`config.mk`:
```
export PLATFORM = sky130hd
export DESIGN_NAME = utf8_validate_replace
export DESIGN_NICKNAME = d
export VERILOG_FILES = /design/src/sv/uvr_pkg.sv /design/src/sv/uvr_decode.sv /design/src/sv/uvr_burst.sv /design/src/sv/utf8_validate_replace.sv
export SDC_FILE = /design/constraint.sdc
export NUM_CORES = 1
export LEC_CHECK = 0
export BUFFER_PORTS_ARGS = -buffer_cell sky130_fd_sc_hd__clkbuf_2
export CORE_MARGIN = 10
export CORE_UTILIZATION = 30
export CTS_CLUSTER_SIZE = 30
export DETAILED_ROUTE_END_ITERATION = 16
export HOLD_SLACK_MARGIN = 0.06
export PLACE_DENSITY = 0.42
export SYNTH_ARGS = -nofsm -noshare
export SYNTH_HDL_FRONTEND = slang
export SYNTH_SLANG_ARGS = --single-unit
```
`constraint.sdc`:
```
create_clock -name clk -period 5.62 [get_ports clk]
set_input_delay 1.405 -clock clk [delete_from_list [all_inputs] [get_ports clk]]
set_output_delay 1.405 -clock clk [all_outputs]
set_load 0.05 [all_outputs]
```
`src/sv/uvr_pkg.sv`:
```
// Shared types and constants for the UTF-8 validate/replace block.
// No dependencies; imported by uvr_decode, uvr_burst and the top level.
`default_nettype none

package uvr_pkg;

    localparam int BURST_MAX   = 12;
    localparam int BURST_W     = 8 * BURST_MAX;
    localparam int CNT_W       = $clog2(BURST_MAX + 1);
    localparam int ACC_W       = 21;

    // U+FFFD in UTF-8, first byte in the low bits
    localparam logic [23:0] REPL_SEQ = 24'hBDBFEF;

    localparam logic [ACC_W-1:0] MIN_CP2 = 21'h00080;
    localparam logic [ACC_W-1:0] MIN_CP3 = 21'h00800;
    localparam logic [ACC_W-1:0] MIN_CP4 = 21'h10000;

    localparam logic [2:0] LEAD2_TAG = 3'b110;
    localparam logic [3:0] LEAD3_TAG = 4'b1110;
    localparam logic [4:0] LEAD4_TAG = 5'b11110;
    localparam logic [1:0] CONT_TAG  = 2'b10;

    typedef logic [2:0][7:0] held_t;

    typedef struct packed {
        logic [1:0]       pending;
        logic [2:0]       seq_len;
        logic [ACC_W-1:0] acc;
    } ctl_state_t;

    // bytes go out from the low end first
    typedef struct packed {
        logic [BURST_W-1:0] bytes;
        logic [CNT_W-1:0]   count;
        logic               present;
        logic               done;
    } burst_t;

endpackage

`default_nettype wire

```
`src/sv/uvr_decode.sv`:
```
// Per-beat decode: next sequence state and the burst of result bytes.
// Depends on uvr_pkg.
`default_nettype none

module uvr_decode (
    input  wire logic                in_byte_v [0:0],
    input  wire logic [7:0]          in_byte,
    input  wire logic                has_byte,
    input  wire logic                string_end,
    input  wire logic                replace_mode,
    input  wire uvr_pkg::ctl_state_t ctl,
    input  wire uvr_pkg::held_t      held,
    output uvr_pkg::ctl_state_t      ctl_next,
    output uvr_pkg::held_t           held_next,
    output uvr_pkg::burst_t          burst
);
    import uvr_pkg::*;

    logic               is_cont;
    logic [1:0]         pend_dec;
    logic [ACC_W-1:0]   acc_upd;
    logic [ACC_W-1:0]   cont_bits;
    logic [3:0]         idx_w;
    logic [2:0]         len_eff;
    logic               overlong;
    logic [BURST_W-1:0] vec;
    logic [CNT_W-1:0]   n;

    always_comb
    begin
        is_cont   = (in_byte[7:6] == CONT_TAG);
        pend_dec  = ctl.pending - 2'd1;
        case (pend_dec)
            2'd0:    cont_bits = {15'd0, in_byte[5:0]};
            2'd1:    cont_bits = {9'd0, in_byte[5:0], 6'd0};
            default: cont_bits = {3'd0, in_byte[5:0], 12'd0};
        endcase
        acc_upd   = ctl.acc | cont_bits;
        idx_w     = {1'b0, ctl.seq_len} - 4'd1 - {2'd0, pend_dec};
        len_eff   = (ctl.seq_len < 3'd2 || ctl.seq_len > 3'd4) ? 3'd2 : ctl.seq_len;
        case (len_eff)
            3'd2:    overlong = (acc_upd < MIN_CP2);
            3'd3:    overlong = (acc_upd < MIN_CP3);
            default: overlong = (acc_upd < MIN_CP4);
        endcase

        ctl_next  = ctl;
        held_next = held;
        vec       = '0;
        n         = '0;

        if (has_byte && in_byte_v[0])
        begin
            if (ctl.pending != 2'd0 && !is_cont)
            begin
                ctl_next.pending = 2'd0;
                if (replace_mode)
                begin
                    vec[23:0] = REPL_SEQ;
                    n         = CNT_W'(3);
                end
            end
            if (ctl.pending == 2'd0 || !is_cont)
            begin
                if (!in_byte[7])
                begin
                    vec = vec | (BURST_W'(in_byte) << {n, 3'b000});
                    n   = n + CNT_W'(1);
                end
                else if (in_byte[7:5] == LEAD2_TAG)
                begin
                    ctl_next.seq_len = 3'd2;
                    ctl_next.pending = 2'd1;
                    ctl_next.acc     = {10'd0, in_byte[4:0], 6'd0};
                    held_next[0]     = in_byte;
                end
                else if (in_byte[7:4] == LEAD3_TAG)
                begin
                    ctl_next.seq_len = 3'd3;
                    ctl_next.pending = 2'd2;
                    ctl_next.acc     = {5'd0, in_byte[3:0], 12'd0};
                    held_next[0]     = in_byte;
                end
                else if (in_byte[7:3] == LEAD4_TAG)
                begin
                    ctl_next.seq_len = 3'd4;
                    ctl_next.pending = 2'd3;
                    ctl_next.acc     = {in_byte[2:0], 18'd0};
                    held_next[0]     = in_byte;
                end
                else if (replace_mode)
                begin
                    vec = vec | (BURST_W'(REPL_SEQ) << {n, 3'b000});
                    n   = n + CNT_W'(3);
                end
            end
            else
            begin
                ctl_next.pending = pend_dec;
                ctl_next.acc     = acc_upd;
                if (pend_dec != 2'd0)
                begin
                    if (!idx_w[3] && idx_w[2:0] < 3'd3)
                        held_next[idx_w[1:0]] = in_byte;
                end
                else
                begin
                    ctl_next.acc = '0;
                    if (overlong)
                    begin
                        if (replace_mode)
                        begin
                            case (len_eff)
                                3'd2:
                                begin
                                    vec = BURST_W'({2{REPL_SEQ}});
                                    n   = CNT_W'(6);
                                end
                                3'd3:
                                begin
                                    vec = BURST_W'({3{REPL_SEQ}});
                                    n   = CNT_W'(9);
                                end
                                default:
                                begin
                                    vec = BURST_W'({4{REPL_SEQ}});
                                    n   = CNT_W'(12);
                                end
                            endcase
                        end
                    end
                    else
                    begin
                        case (len_eff)
                            3'd2:
                            begin
                                vec = BURST_W'({in_byte, held[0]});
                                n   = CNT_W'(2);
                            end
                            3'd3:
                            begin
                                vec = BURST_W'({in_byte, held[1], held[0]});
                                n   = CNT_W'(3);
                            end
                            default:
                            begin
                                vec = BURST_W'({in_byte, held[2], held[1], held[0]});
                                n   = CNT_W'(4);
                            end
                        endcase
                    end
                end
            end
        end

        burst.present = 1'b1;
        burst.done    = 1'b0;
        if (string_end)
        begin
            if (ctl_next.pending != 2'd0 && replace_mode)
            begin
                vec = vec | (BURST_W'(REPL_SEQ) << {n, 3'b000});
                n   = n + CNT_W'(3);
            end
            ctl_next = '0;
            if (n == '0)
            begin
                n             = CNT_W'(1);
                burst.present = 1'b0;
            end
            burst.done = 1'b1;
        end
        burst.bytes = vec;
        burst.count = n;
    end

endmodule

`default_nettype wire

```
`src/sv/uvr_burst.sv`:
```
// Result register: holds one beat's burst of bytes and shifts it out.
// Depends on uvr_pkg.
`default_nettype none

module uvr_burst (
    input  wire logic            clk,
    input  wire logic            rst_n,
    input  wire logic            load,
    input  wire uvr_pkg::burst_t burst,
    output logic                 free,
    output logic                 out_valid,
    input  wire logic            out_ready,
    output logic [7:0]           out_byte,
    output logic                 byte_present,
    output logic                 string_done,
    output logic                 last
);
    import uvr_pkg::*;

    logic [BURST_W-1:0] bytes_reg;
    logic [CNT_W-1:0]   cnt_reg;
    logic               present_reg;
    logic               done_reg;
    logic               pop;

    assign out_valid    = (cnt_reg != '0);
    assign pop          = out_valid && out_ready;
    assign free         = (cnt_reg == '0) || (cnt_reg == CNT_W'(1) && out_ready);
    assign out_byte     = bytes_reg[7:0];
    assign last         = (cnt_reg == CNT_W'(1));
    assign byte_present = present_reg;
    assign string_done  = done_reg && last;

    always_ff @(posedge clk or negedge rst_n)
    begin
        if (!rst_n)
        begin
            cnt_reg <= '0;
        end
        else if (load && free)
        begin
            cnt_reg <= burst.count;
        end
        else if (pop)
        begin
            cnt_reg <= cnt_reg - CNT_W'(1);
        end
    end

    always_ff @(posedge clk)
    begin
        if (load && free)
        begin
            bytes_reg   <= burst.bytes;
            present_reg <= burst.present;
            done_reg    <= burst.done;
        end
        else if (pop)
        begin
            bytes_reg <= bytes_reg >> 8;
        end
    end

endmodule

`default_nettype wire

```
`src/sv/utf8_validate_replace.sv`:
```
// Top level of the UTF-8 validate/replace block: input register, sequence
// state, decode and result register. Depends on uvr_pkg, uvr_decode, uvr_burst.
//
// Usage:
//   Input beats (in_byte, has_byte, string_end) enter on in_valid/in_ready.
//   Result beats (out_byte, byte_present, string_done, last) leave on
//   out_valid/out_ready; last marks the final result of one input beat and
//   string_done the final result of a string.
//   replace_mode is written on cfg_valid/cfg_ready (always ready); the user must
//   write it only while idle, which the block does not enforce. It resets to 1.
// An input beat passes the input register, then the result register.
// Throughput: one input beat per cycle while each beat yields at most one
//   result and out_ready is high. A beat with k results (up to 12) holds the
//   result register until all k leave, one per cycle while out_ready is high;
//   beats with no result pass the input register without waiting on output.
// Reset clears the pending sequence and both valid flags, and sets
//   replace_mode to 1.
// When the receiver stalls, the result register holds, then the input
//   register fills and in_ready drops.
`default_nettype none

module utf8_validate_replace (
    input  wire logic       clk,
    input  wire logic       rst_n,
    input  wire logic       in_valid,
    output logic            in_ready,
    input  wire logic [7:0] in_byte,
    input  wire logic       has_byte,
    input  wire logic       string_end,
    output logic            out_valid,
    input  wire logic       out_ready,
    output logic [7:0]      out_byte,
    output logic            byte_present,
    output logic            string_done,
    output logic            last,
    input  wire logic       cfg_valid,
    output logic            cfg_ready,
    input  wire logic       cfg_data
);
    import uvr_pkg::*;

    logic       stg_valid_reg;
    logic [7:0] stg_byte_reg;
    logic       stg_has_reg;
    logic       stg_end_reg;
    logic       replace_mode_reg;
    ctl_state_t ctl_reg;
    ctl_state_t ctl_next;
    held_t      held_reg;
    held_t      held_next;
    burst_t     burst;
    logic       burst_free;
    logic       advance;
    logic       stg_v [0:0];

    assign cfg_ready = 1'b1;
    assign advance   = stg_valid_reg && (burst_free || burst.count == '0);
    assign in_ready  = !stg_valid_reg || advance;
    assign stg_v[0]  = stg_valid_reg;

    always_ff @(posedge clk or negedge rst_n)
    begin
        if (!rst_n)
        begin
            stg_valid_reg    <= 1'b0;
            replace_mode_reg <= 1'b1;
            ctl_reg          <= '0;
        end
        else
        begin
            if (in_ready)
                stg_valid_reg <= in_valid;
            if (cfg_valid && cfg_ready)
                replace_mode_reg <= cfg_data;
            if (advance)
                ctl_reg <= ctl_next;
        end
    end

    always_ff @(posedge clk)
    begin
        if (in_valid && in_ready)
        begin
            stg_byte_reg <= in_byte;
            stg_has_reg  <= has_byte;
            stg_end_reg  <= string_end;
        end
        if (advance)
            held_reg <= held_next;
    end

    uvr_decode u_decode (
        .in_byte_v    (stg_v),
        .in_byte      (stg_byte_reg),
        .has_byte     (stg_has_reg),
        .string_end   (stg_end_reg),
        .replace_mode (replace_mode_reg),
        .ctl          (ctl_reg),
        .held         (held_reg),
        .ctl_next     (ctl_next),
        .held_next    (held_next),
        .burst        (burst)
    );

    uvr_burst u_burst (
        .clk          (clk),
        .rst_n        (rst_n),
        .load         (advance && burst.count != '0),
        .burst        (burst),
        .free         (burst_free),
        .out_valid    (out_valid),
        .out_ready    (out_ready),
        .out_byte     (out_byte),
        .byte_present (byte_present),
        .string_done  (string_done),
        .last         (last)
    );

endmodule

`default_nettype wire

```
==> results of run 1 <==
==> critical path: cells and delay by family, from the launching register on <==
kind            cells  cell delay [ns]
compound gates      5             1.24
fa+ha+maj           2             0.43
buf+inv             4             0.59
flops               1             0.38
simple gates        4             0.90
==> stage by stage <==
stage                     cell area [um2]  hold slack, ns  instances  setup slack, ns
after floorplan                      6753          0.4393        673           0.2134
after global placement               7253          0.4722        962           0.4883
after detailed placement             7253          0.4814        962           0.5129
after CTS                            7896          0.4943        993          0.03590
after global routing                 7909          0.5131        993          0.01201
final                                7909          0.4911        993           0.2308
==> layer usage <==
| layer | wire, um | share of wire | vias to the layer above |
|---|---|---|---|
| li1 | - | - | 2506 |
| met1 | 9102 | 0.47 | 2505 |
| met2 | 9117 | 0.47 | 107 |
| met3 | 681 | 0.035 | 26 |
| met4 | 486 | 0.025 | 0 |
| met5 | 0 | 0 | - |
==> final timing paths <==
check                                               start                        endpoint  slack (ns)  cells after the start
worst min register to register    ctl_reg[16]$_DFFE_PN0P_         ctl_reg[16]$_DFFE_PN0P_        0.49                      1
worst max register to register  stg_byte_reg[3]$_DFFE_PP_  u_burst.bytes_reg[5]$_DFFE_PP_        1.06                     16
worst min-delay path              ctl_reg[16]$_DFFE_PN0P_         ctl_reg[16]$_DFFE_PN0P_        0.49                      1
min in group asynchronous                           rst_n         ctl_reg[21]$_DFFE_PN0P_        0.99                      1
worst max-delay path            stg_byte_reg[3]$_DFFE_PP_                        in_ready        0.23                     15
max in group asynchronous                           rst_n         ctl_reg[24]$_DFFE_PN0N_        4.17                      1
==> kinds of logic after synthesis <==
family	Yosys count	synth area share
xor+xnor	2	0.002595
flops	125	0.5375
mux	10	0.01593
simple gates	269	0.1840
compound gates	178	0.1792
fa+ha+maj	16	0.03076
other cells	2	0.001112
buf+inv	71	0.04891
==> cell usage after synthesis, types with 14 or more instances <==
cell type,instances,share of area
edfxtp_1,100,0.44
nand2_1,98,0.054
nor2_1,84,0.047
o21ai_0,37,0.027
a21oi_1,35,0.026
a31oi_1,30,0.028
clkbuf_1,28,0.016
dfrtp_1,24,0.089
inv_1,18,0.010
ha_1,15,0.028
nand3_1,14,0.010
==> layout make-up <==
| cell class | instances | area [um2] |
|---|---|---|
| clock inverters | 13 | 214.0 |
| fillers | 2178 | 14050 |
| inverters | 21 | 78.83 |
| clock buffers | 18 | 429.2 |
| multi-input cells | 477 | 2808 |
| well taps | 280 | 350.3 |
| repair buffers | 59 | 397.9 |
| flip-flops and latches | 125 | 3631 |
==> report_power, final <==
group / internal (mW) / switching, mW
logic: 0.601 / 1.22
clock network: 0.788 / 0.435
registers: 1.44 / 0.151
total: 2.82 / 1.80
==> impl_metrics.py, run 1 <==
metrics = {
    "setup_path": {
        "crit_slowest_cell": "nor3_1",
        "cp_max_fo": 15,
        "crit_top_cell": "ha_1",
        "max_stage_delay_ns": 0.43,
        "end_kind": "primary output",
        "crit_chain": "buf_4 -> nor3_1 -> a221o_1 -> o211ai_1 -> o311a_1 -> inv_2 -> ha_1 -> inv_1 -> ha_1 -> nor2b_2 -> and4_1 -> o21a_2 -> a21oi_2 -> nand2_1 -> buf_2",
        "crit_arrival_ns": 3.98,
        "path_class": "register to primary output",
        "start_kind": "register",
        "crit_required_ns": 4.22,
    },
    "global_routing": {
        "top_usage_layer": "met2",
        "grt-ovfl-total": 0,
        "grt_use_met3": 0.02707,
        "grt_pass1_wl_mm": 30.48,
        "met2_usage": 0.2223,
        "grt_pass1_vias": 5232,
        "grt_max_degree": 39,
        "track_usage": 0.1376,
        "antenna_found_initial": 0,
        "met1_usage": 0.1761,
    },
    "floorplan": {
        "die_area_mm2": 0.02891,
        "rows": 54,
        "die_h_um": 170.0,
        "die_w_um": 170.0,
        "coreArea_mm2": 0.02196,
        "pin_count": 30,
        "start_util": 0.3075,
    },
    "detailed_routing": {
        "wl_mm": 19.39,
        "dr.pass1.iters": 5,
        "drtIter0Drc": 339,
        "ant_nets": 0,
        "via_per_inst": 5.180,
        "wl_per_cell_um": 19.52,
        "vias": 5144,
        "drc_errors": 0,
    },
    "final_layout": {
        "nets": 733,
        "largest_reg_flops": 64,
        "final_util": 0.3602,
        "final_common_cell": "edfxtp_1",
        "final_layout_size_suffix_gt1_frac": 0.1725,
        "area_growth_pct": 17.12,
        "diodes": 0,
        "layout_common_cells": "edfxtp_1, nand2_1, nor2_1",
    },
    "synth": {
        "syn-num-nets": 705,
        "synth_cells": 673,
        "ys_ff_latch": 125,
        "ys.flop_type": "edfxtp_1",
        "ys_warn_count": 0,
        "synth_edf_count": 100,
        "synth_area_mm2": 0.006753,
        "avgSynthCellArea_um2": 10.03,
        "synthArstFlopShare": 0.2000,
        "synth_cell_types": 75,
        "synth_seq_area_share": 0.5375,
    },
    "job": {
        "cap_viol_max_count": 0,
    },
    "sta": {
        "setup-violations-final": 0,
        "fmax_mhz": 185.6,
        "tns_ns": 0,
        "fin_crit_ns": 5.389,
        "hold_viol": 0,
        "finalCritPeriodShare": 0.9589,
        "max-slew-margin-rel": 0.2165,
        "rsz0062_at_grt": "no",
        "fin_skew_ns": 0.008702,
        "maxSlewViolCount": 0,
        "worst_slew_pin_slew_ns": 1.159,
    },
    "power_and_ir_drop": {
        "finalPower_mw": 4.627,
        "ir_worst_vdd_uv": 255.0,
        "powerDensity_mw_per_mm2": 585.1,
        "p_leak_nw": 2.992,
    },
    "clocking": {
        "cts_resized": 0,
        "cts_root_buf": "clkbuf_16",
        "cts_hold_buf": 0,
        "clock_latency_ns": 0.43,
        "cts_max_path_buffers": 2,
        "postCtsSetupRepairBufs": 0,
        "clk_pin_slew_ns": 0.06,
        "h-tree-depth": 4,
        "cts.sinks": 125,
        "cts_tree": "done",
        "cts_buffers": 17,
    },
    "placement": {
        "port_buffers": 28,
        "place_congestion": 0.8671,
        "dp_hpwl_mm": 14.06,
    },
    "worst_hold_path": {
        "hold_path_class": "register to register",
    },
    "run_status": {
        "status": "complete, no violations",
    },
}
(Power assumes the default switching activity.)
==> run 2, diff against run 1 <==
- PLACE_DENSITY: 0.42 -> 0.41
- clock period: 5.62 -> 5.2 ns (I/O delays scaled with it)
==> run 2 against run 1 <==
Final area grew 0.96%; die area is the same; largest power group unchanged; critical path depth grew 1; sequential share of layout area shrank 0.45 points; highest routed layer unchanged; total power grew 8.4%.
==> impl_metrics.py, run 2 (synthesized netlist as in run 1, its figures left out) <==
metrics = {
    "final_layout": {
        "final_layout_size_suffix_gt1_frac": 0.1909,
        "nets": 742,
        "layout_common_cells": "edfxtp_1, nand2_1, nor2_1",
        "area_growth_pct": 18.25,
        "diodes": 0,
        "regArea_mm2": 0.003630,
        "final_common_cell": "edfxtp_1",
        "fill_cells": 2215,
        "final_util": 0.3636,
        "largest_reg_flops": 64,
        "multi_input_area_mm2": 0.002858,
    },
    "floorplan": {
        "start_util": 0.3075,
        "die_w_um": 170.0,
        "die_h_um": 170.0,
        "rows": 54,
        "pin_count": 30,
        "die_area_mm2": 0.02891,
        "coreArea_mm2": 0.02196,
    },
    "setup_path": {
        "start_kind": "register",
        "cp_max_fo": 8,
        "r2r_setup_slack_ns": 0.85,
        "end_kind": "primary output",
        "crit_required_ns": 3.90,
        "path_class": "register to primary output",
        "max_stage_delay_ns": 0.37,
        "crit_arrival_ns": 3.70,
        "crit_chain": "inv_1 -> ha_4 -> o21bai_1 -> and3_4 -> o211ai_1 -> o311a_1 -> inv_2 -> ha_1 -> inv_1 -> ha_1 -> nor2b_1 -> and4_1 -> o21a_2 -> a21oi_4 -> nand2_1 -> buf_6",
        "crit_slowest_cell": "dfrtp_1",
    },
    "power_and_ir_drop": {
        "ir_worst_vdd_uv": 235.9,
        "powerDensity_mw_per_mm2": 628.1,
        "p_leak_nw": 3.033,
        "finalPower_mw": 5.015,
    },
    "global_routing": {
        "grt_pass1_wl_mm": 31.57,
        "grt_pass1_vias": 5259,
        "grt-ovfl-total": 0,
        "track_usage": 0.1401,
        "antenna_found_initial": 0,
        "grt_max_degree": 65,
    },
    "sta": {
        "finalCritPeriodShare": 0.9617,
        "fmax_mhz": 200.0,
        "fin_skew_ns": 0.01280,
        "worst_slew_pin_slew_ns": 1.072,
        "setup-violations-final": 0,
        "layout_setup_ws_ns": 0.1992,
        "tns_ns": 0,
        "fin_crit_ns": 5.001,
        "maxSlewViolCount": 0,
        "hold_viol": 0,
        "max-slew-margin-rel": 0.2856,
    },
    "clocking": {
        "cts_buffers": 17,
        "cts.sinks": 125,
        "clock_latency_ns": 0.42,
        "h-tree-depth": 4,
        "cts_hold_buf": 0,
        "cts_root_buf": "clkbuf_16",
        "clk_pin_slew_ns": 0.06,
        "cts_max_path_buffers": 2,
        "cts_tree": "done",
    },
    "worst_hold_path": {
        "hold_path_class": "register to register",
    },
    "detailed_routing": {
        "via_per_inst": 5.228,
        "dr.pass1.iters": 6,
        "wl_per_cell_um": 19.78,
        "wl_mm": 19.84,
        "drtIter0Drc": 387,
        "ant_nets": 0,
        "drc_errors": 0,
        "vias": 5244,
    },
    "placement": {
        "place_congestion": 0.8881,
        "dp_hpwl_mm": 14.31,
        "dp_slack_ns": 0.3082,
        "port_buffers": 28,
    },
    "run_status": {
        "status": "complete, no violations",
    },
    "job": {
        "cap_viol_max_count": 0,
    },
}
==> run 2: repair_timing <==
item                                    CTS  global route
resized for setup                         8             9
pin swaps                                 0             1
setup buffers                             0             2
endpoints found under the setup margin    1             1
gates cloned                              0             0
==> run 2: where the power goes <==
part / internal (mW) / switching [mW] / total [mW] / leakage [nW]
combinational: 0.725 / 1.37 / 2.10 / 1.46
clock: 0.753 / 0.463 / 1.22 / 0.294
sequential: 1.55 / 0.152 / 1.70 / 1.28
==> run 2: final timing paths <==
kind                                               from                        endpoint  cells past startpoint
worst max-delay path            ctl_reg[25]$_DFFE_PN0N_                        in_ready                     16
max in group asynchronous                         rst_n         ctl_reg[10]$_DFFE_PN0P_                      1
worst max register to register  ctl_reg[25]$_DFFE_PN0N_  u_burst.bytes_reg[5]$_DFFE_PP_                     17
worst min-delay path            ctl_reg[11]$_DFFE_PN0P_         ctl_reg[11]$_DFFE_PN0P_                      1
min in group asynchronous                         rst_n  u_burst.cnt_reg[2]$_DFFE_PN0P_                      1
worst min register to register  ctl_reg[11]$_DFFE_PN0P_         ctl_reg[11]$_DFFE_PN0P_                      1
==> run 2: cell type report <==
| class | count | share of cell area |
|---|---|---|
| Clock buffer | 17 | 0.05327 |
| Clock inverter | 15 | 0.02147 |
| Inverter | 21 | 0.009872 |
| Multi-Input combinational cell | 477 | 0.3579 |
| Sequential cell | 125 | 0.4546 |
| Tap cell | 280 | 0.04387 |
| Timing Repair Buffer | 68 | 0.05907 |
==> run 2: through the flow <==
step / hold WS [ns] / instances / area (um2)
floorplan: 0.4393 / 673 / 6755
global placement: 0.4693 / 969 / 7306
detailed placement: 0.4754 / 969 / 7306
CTS: 0.4892 / 1001 / 7939
global route: 0.5153 / 1003 / 7985
finish: 0.4891 / 1003 / 7985
==> run 2: worst max-delay path, delay by kind of cell, from the launching register on <==
family	cells	cell delay [ns]
AO/OA/AOI/OAI	5	1.01
adder cells (fa/ha/maj)	3	0.75
buffers and inverters	4	0.43
flip-flops	1	0.37
AND/OR/NAND/NOR	4	0.71
==> run 2: layer usage <==
metal | wire (um) | vias up | track usage
met5 | 0 | - | 0
met4 | 237 | 0 | 0.04081
met3 | 743 | 21 | 0.02730
met2 | 9101 | 126 | 0.2178
met1 | 9752 | 2577 | 0.1934
li1 | - | 2520 | -
==> run 3, diff against run 2 <==
- REMOVE_ABC_BUFFERS: unset -> 1
==> run 3 against run 2 <==
Fmax is 0.29% lower; first-iteration DRC count up 20%; non-clock buffer count stayed put; die area unchanged; worst setup slack lost 0.014 ns; clock skew grew 0.0057 ns; critical path depth shrank 2; clock power about the same; via count fell by 0.50%; flip-flop and latch count unchanged; final cell count stayed put; critical endpoint unchanged; largest cell class unchanged; largest power group unchanged.
==> impl_metrics.py, run 3 (synthesized netlist as in run 1, its figures left out) <==
metrics = {
    "run_status": {
        "status": "complete, no violations",
    },
    "detailed_routing": {
        "ant_nets": 0,
        "dr.pass1.iters": 5,
        "drc_errors": 0,
        "wl_per_cell_um": 19.53,
        "vias": 5218,
        "drtIter0Drc": 463,
        "via_per_inst": 5.202,
        "wl_mm": 19.59,
    },
    "floorplan": {
        "rows": 54,
        "start_util": 0.3075,
        "die_area_mm2": 0.02891,
        "die_h_um": 170.0,
        "die_w_um": 170.0,
        "coreArea_mm2": 0.02196,
        "pin_count": 30,
    },
    "power_and_ir_drop": {
        "ir_worst_vdd_uv": 309.0,
        "powerDensity_mw_per_mm2": 623.8,
        "finalPower_mw": 4.952,
        "p_leak_nw": 3.007,
    },
    "clocking": {
        "cts.sinks": 125,
        "cts_buffers": 17,
        "cts_tree": "done",
        "cts_root_buf": "clkbuf_16",
        "cts_hold_buf": 0,
        "cts_max_path_buffers": 2,
        "h-tree-depth": 4,
        "clock_latency_ns": 0.43,
        "clk_pin_slew_ns": 0.06,
    },
    "sta": {
        "finalCritPeriodShare": 0.9644,
        "fin_crit_ns": 5.015,
        "worst_slew_pin_slew_ns": 1.109,
        "hold_viol": 0,
        "max-slew-margin-rel": 0.2607,
        "maxSlewViolCount": 0,
        "tns_ns": 0,
        "rsz0062_at_grt": "no",
        "fmax_mhz": 199.4,
        "whs_ns": 0.4944,
        "fin_skew_ns": 0.01852,
        "layout_setup_ws_ns": 0.1850,
        "setup-violations-final": 0,
    },
    "placement": {
        "dpl_cell_area_mm2": 0.007291,
        "dp_slack_ns": 0.3177,
        "numPlacedInstances": 967,
        "dp_hpwl_mm": 14.00,
        "port_buffers": 28,
        "place_congestion": 0.8847,
    },
    "job": {
        "cap_viol_max_count": 0,
    },
    "final_layout": {
        "stdcell_count": 1003,
        "postLayoutCellArea_mm2": 0.007939,
        "layout_common_cells": "edfxtp_1, nand2_1, nor2_1",
        "diodes": 0,
        "largest_reg_flops": 64,
        "final_layout_size_suffix_gt1_frac": 0.1867,
        "fill_cells": 2182,
        "final_util": 0.3615,
        "area_growth_pct": 17.57,
        "final_common_cell": "edfxtp_1",
        "nets": 742,
    },
    "setup_path": {
        "crit_top_cell": "ha_1",
        "max_stage_delay_ns": 0.51,
        "reg2reg_from": "ctl_reg[14]$_DFFE_PN0P_",
        "r2r_setup_slack_ns": 0.80,
        "start_kind": "register",
        "crit_chain": "or4_1 -> nor2_1 -> o211ai_1 -> o311a_1 -> inv_2 -> ha_1 -> inv_1 -> ha_1 -> nor2b_2 -> and4_1 -> o21a_2 -> a21oi_4 -> nand2_2 -> clkbuf_8",
        "cp-endpoint": "in_ready",
        "crit_start": "ctl_reg[14]$_DFFE_PN0P_",
        "path_class": "register to primary output",
        "crit_arrival_ns": 3.72,
        "crit_slowest_cell": "or4_1",
        "worst_r2r_path_depth": 16,
        "end_kind": "primary output",
        "cp_max_fo": 4,
        "r2r_end": "held_reg[21]$_DFFE_PP_",
        "crit_required_ns": 3.90,
    },
    "global_routing": {
        "track_usage": 0.1389,
        "grt_use_met3": 0.02938,
        "met1_usage": 0.1966,
        "met2_usage": 0.2073,
        "top_usage_layer": "met2",
        "grt_pass1_wl_mm": 30.83,
        "antenna_found_initial": 0,
        "grt_max_degree": 65,
        "grt-ovfl-total": 0,
        "grt_pass1_vias": 5163,
    },
    "worst_hold_path": {
        "hold_path_class": "register to register",
    },
}
run 3: cell count changes in the layout (fill, tap and decap cells not counted), sizes merged:
cell | before | now
buf | 41 | 40
bufinv | 3 | 2
clkbuf | 44 | 49
clkinv | 9 | 4
clkinvlp | 1 | 3
run 3: where the power goes:
group | leakage [nW] | switching [mW] | internal [mW]
Combinational | 1.45 | 1.35 | 0.699
Clock | 0.274 | 0.472 | 0.724
Sequential | 1.28 | 0.157 | 1.55
run 3: worst max-delay path: cells and delay by family, from the launching register on:
family / cells / cell delay, ns
simple gates: 5 / 1.27
compound gates: 4 / 0.89
fa+ha+maj: 2 / 0.42
flops: 1 / 0.38
buf+inv: 3 / 0.32
run 3: worst min path at each step:
| stage | startpoint | endpoint | slack, ns | cells after the start |
|---|---|---|---|---|
| after floorplan | ctl_reg[11]$_DFFE_PN0P_ | ctl_reg[11]$_DFFE_PN0P_ | 0.46 | 1 |
| after global placement | ctl_reg[11]$_DFFE_PN0P_ | ctl_reg[11]$_DFFE_PN0P_ | 0.47 | 1 |
| after detailed placement | ctl_reg[11]$_DFFE_PN0P_ | ctl_reg[11]$_DFFE_PN0P_ | 0.49 | 1 |
| after CTS | ctl_reg[11]$_DFFE_PN0P_ | ctl_reg[11]$_DFFE_PN0P_ | 0.50 | 1 |
| after global routing | ctl_reg[7]$_DFFE_PN0P_ | ctl_reg[7]$_DFFE_PN0P_ | 0.52 | 1 |
| final | ctl_reg[11]$_DFFE_PN0P_ | ctl_reg[11]$_DFFE_PN0P_ | 0.49 | 1 |
run 3: metal layers:
layer	vias up	routed length, um
li1	2521	-
met1	2552	9551
met2	130	8926
met3	15	853
met4	0	254
met5	-	0
run 3: area by class of cell:
type,count,area (um2),share of cell area
well taps,280,350.3,0.04413
clock inverters,11,135.1,0.01702
multi-input cells,477,2819,0.3551
repair buffers,68,474.2,0.05973
inverters,21,78.83,0.009929
flip-flops and latches,125,3631,0.4574
clock buffers,21,450.4,0.05674
run 3: repair_timing:
item	4_1_cts	5_1_grt
gates resized for setup	6	5
buffers inserted	0	4
pin swaps	0	5
setup endpoints to repair	1	1
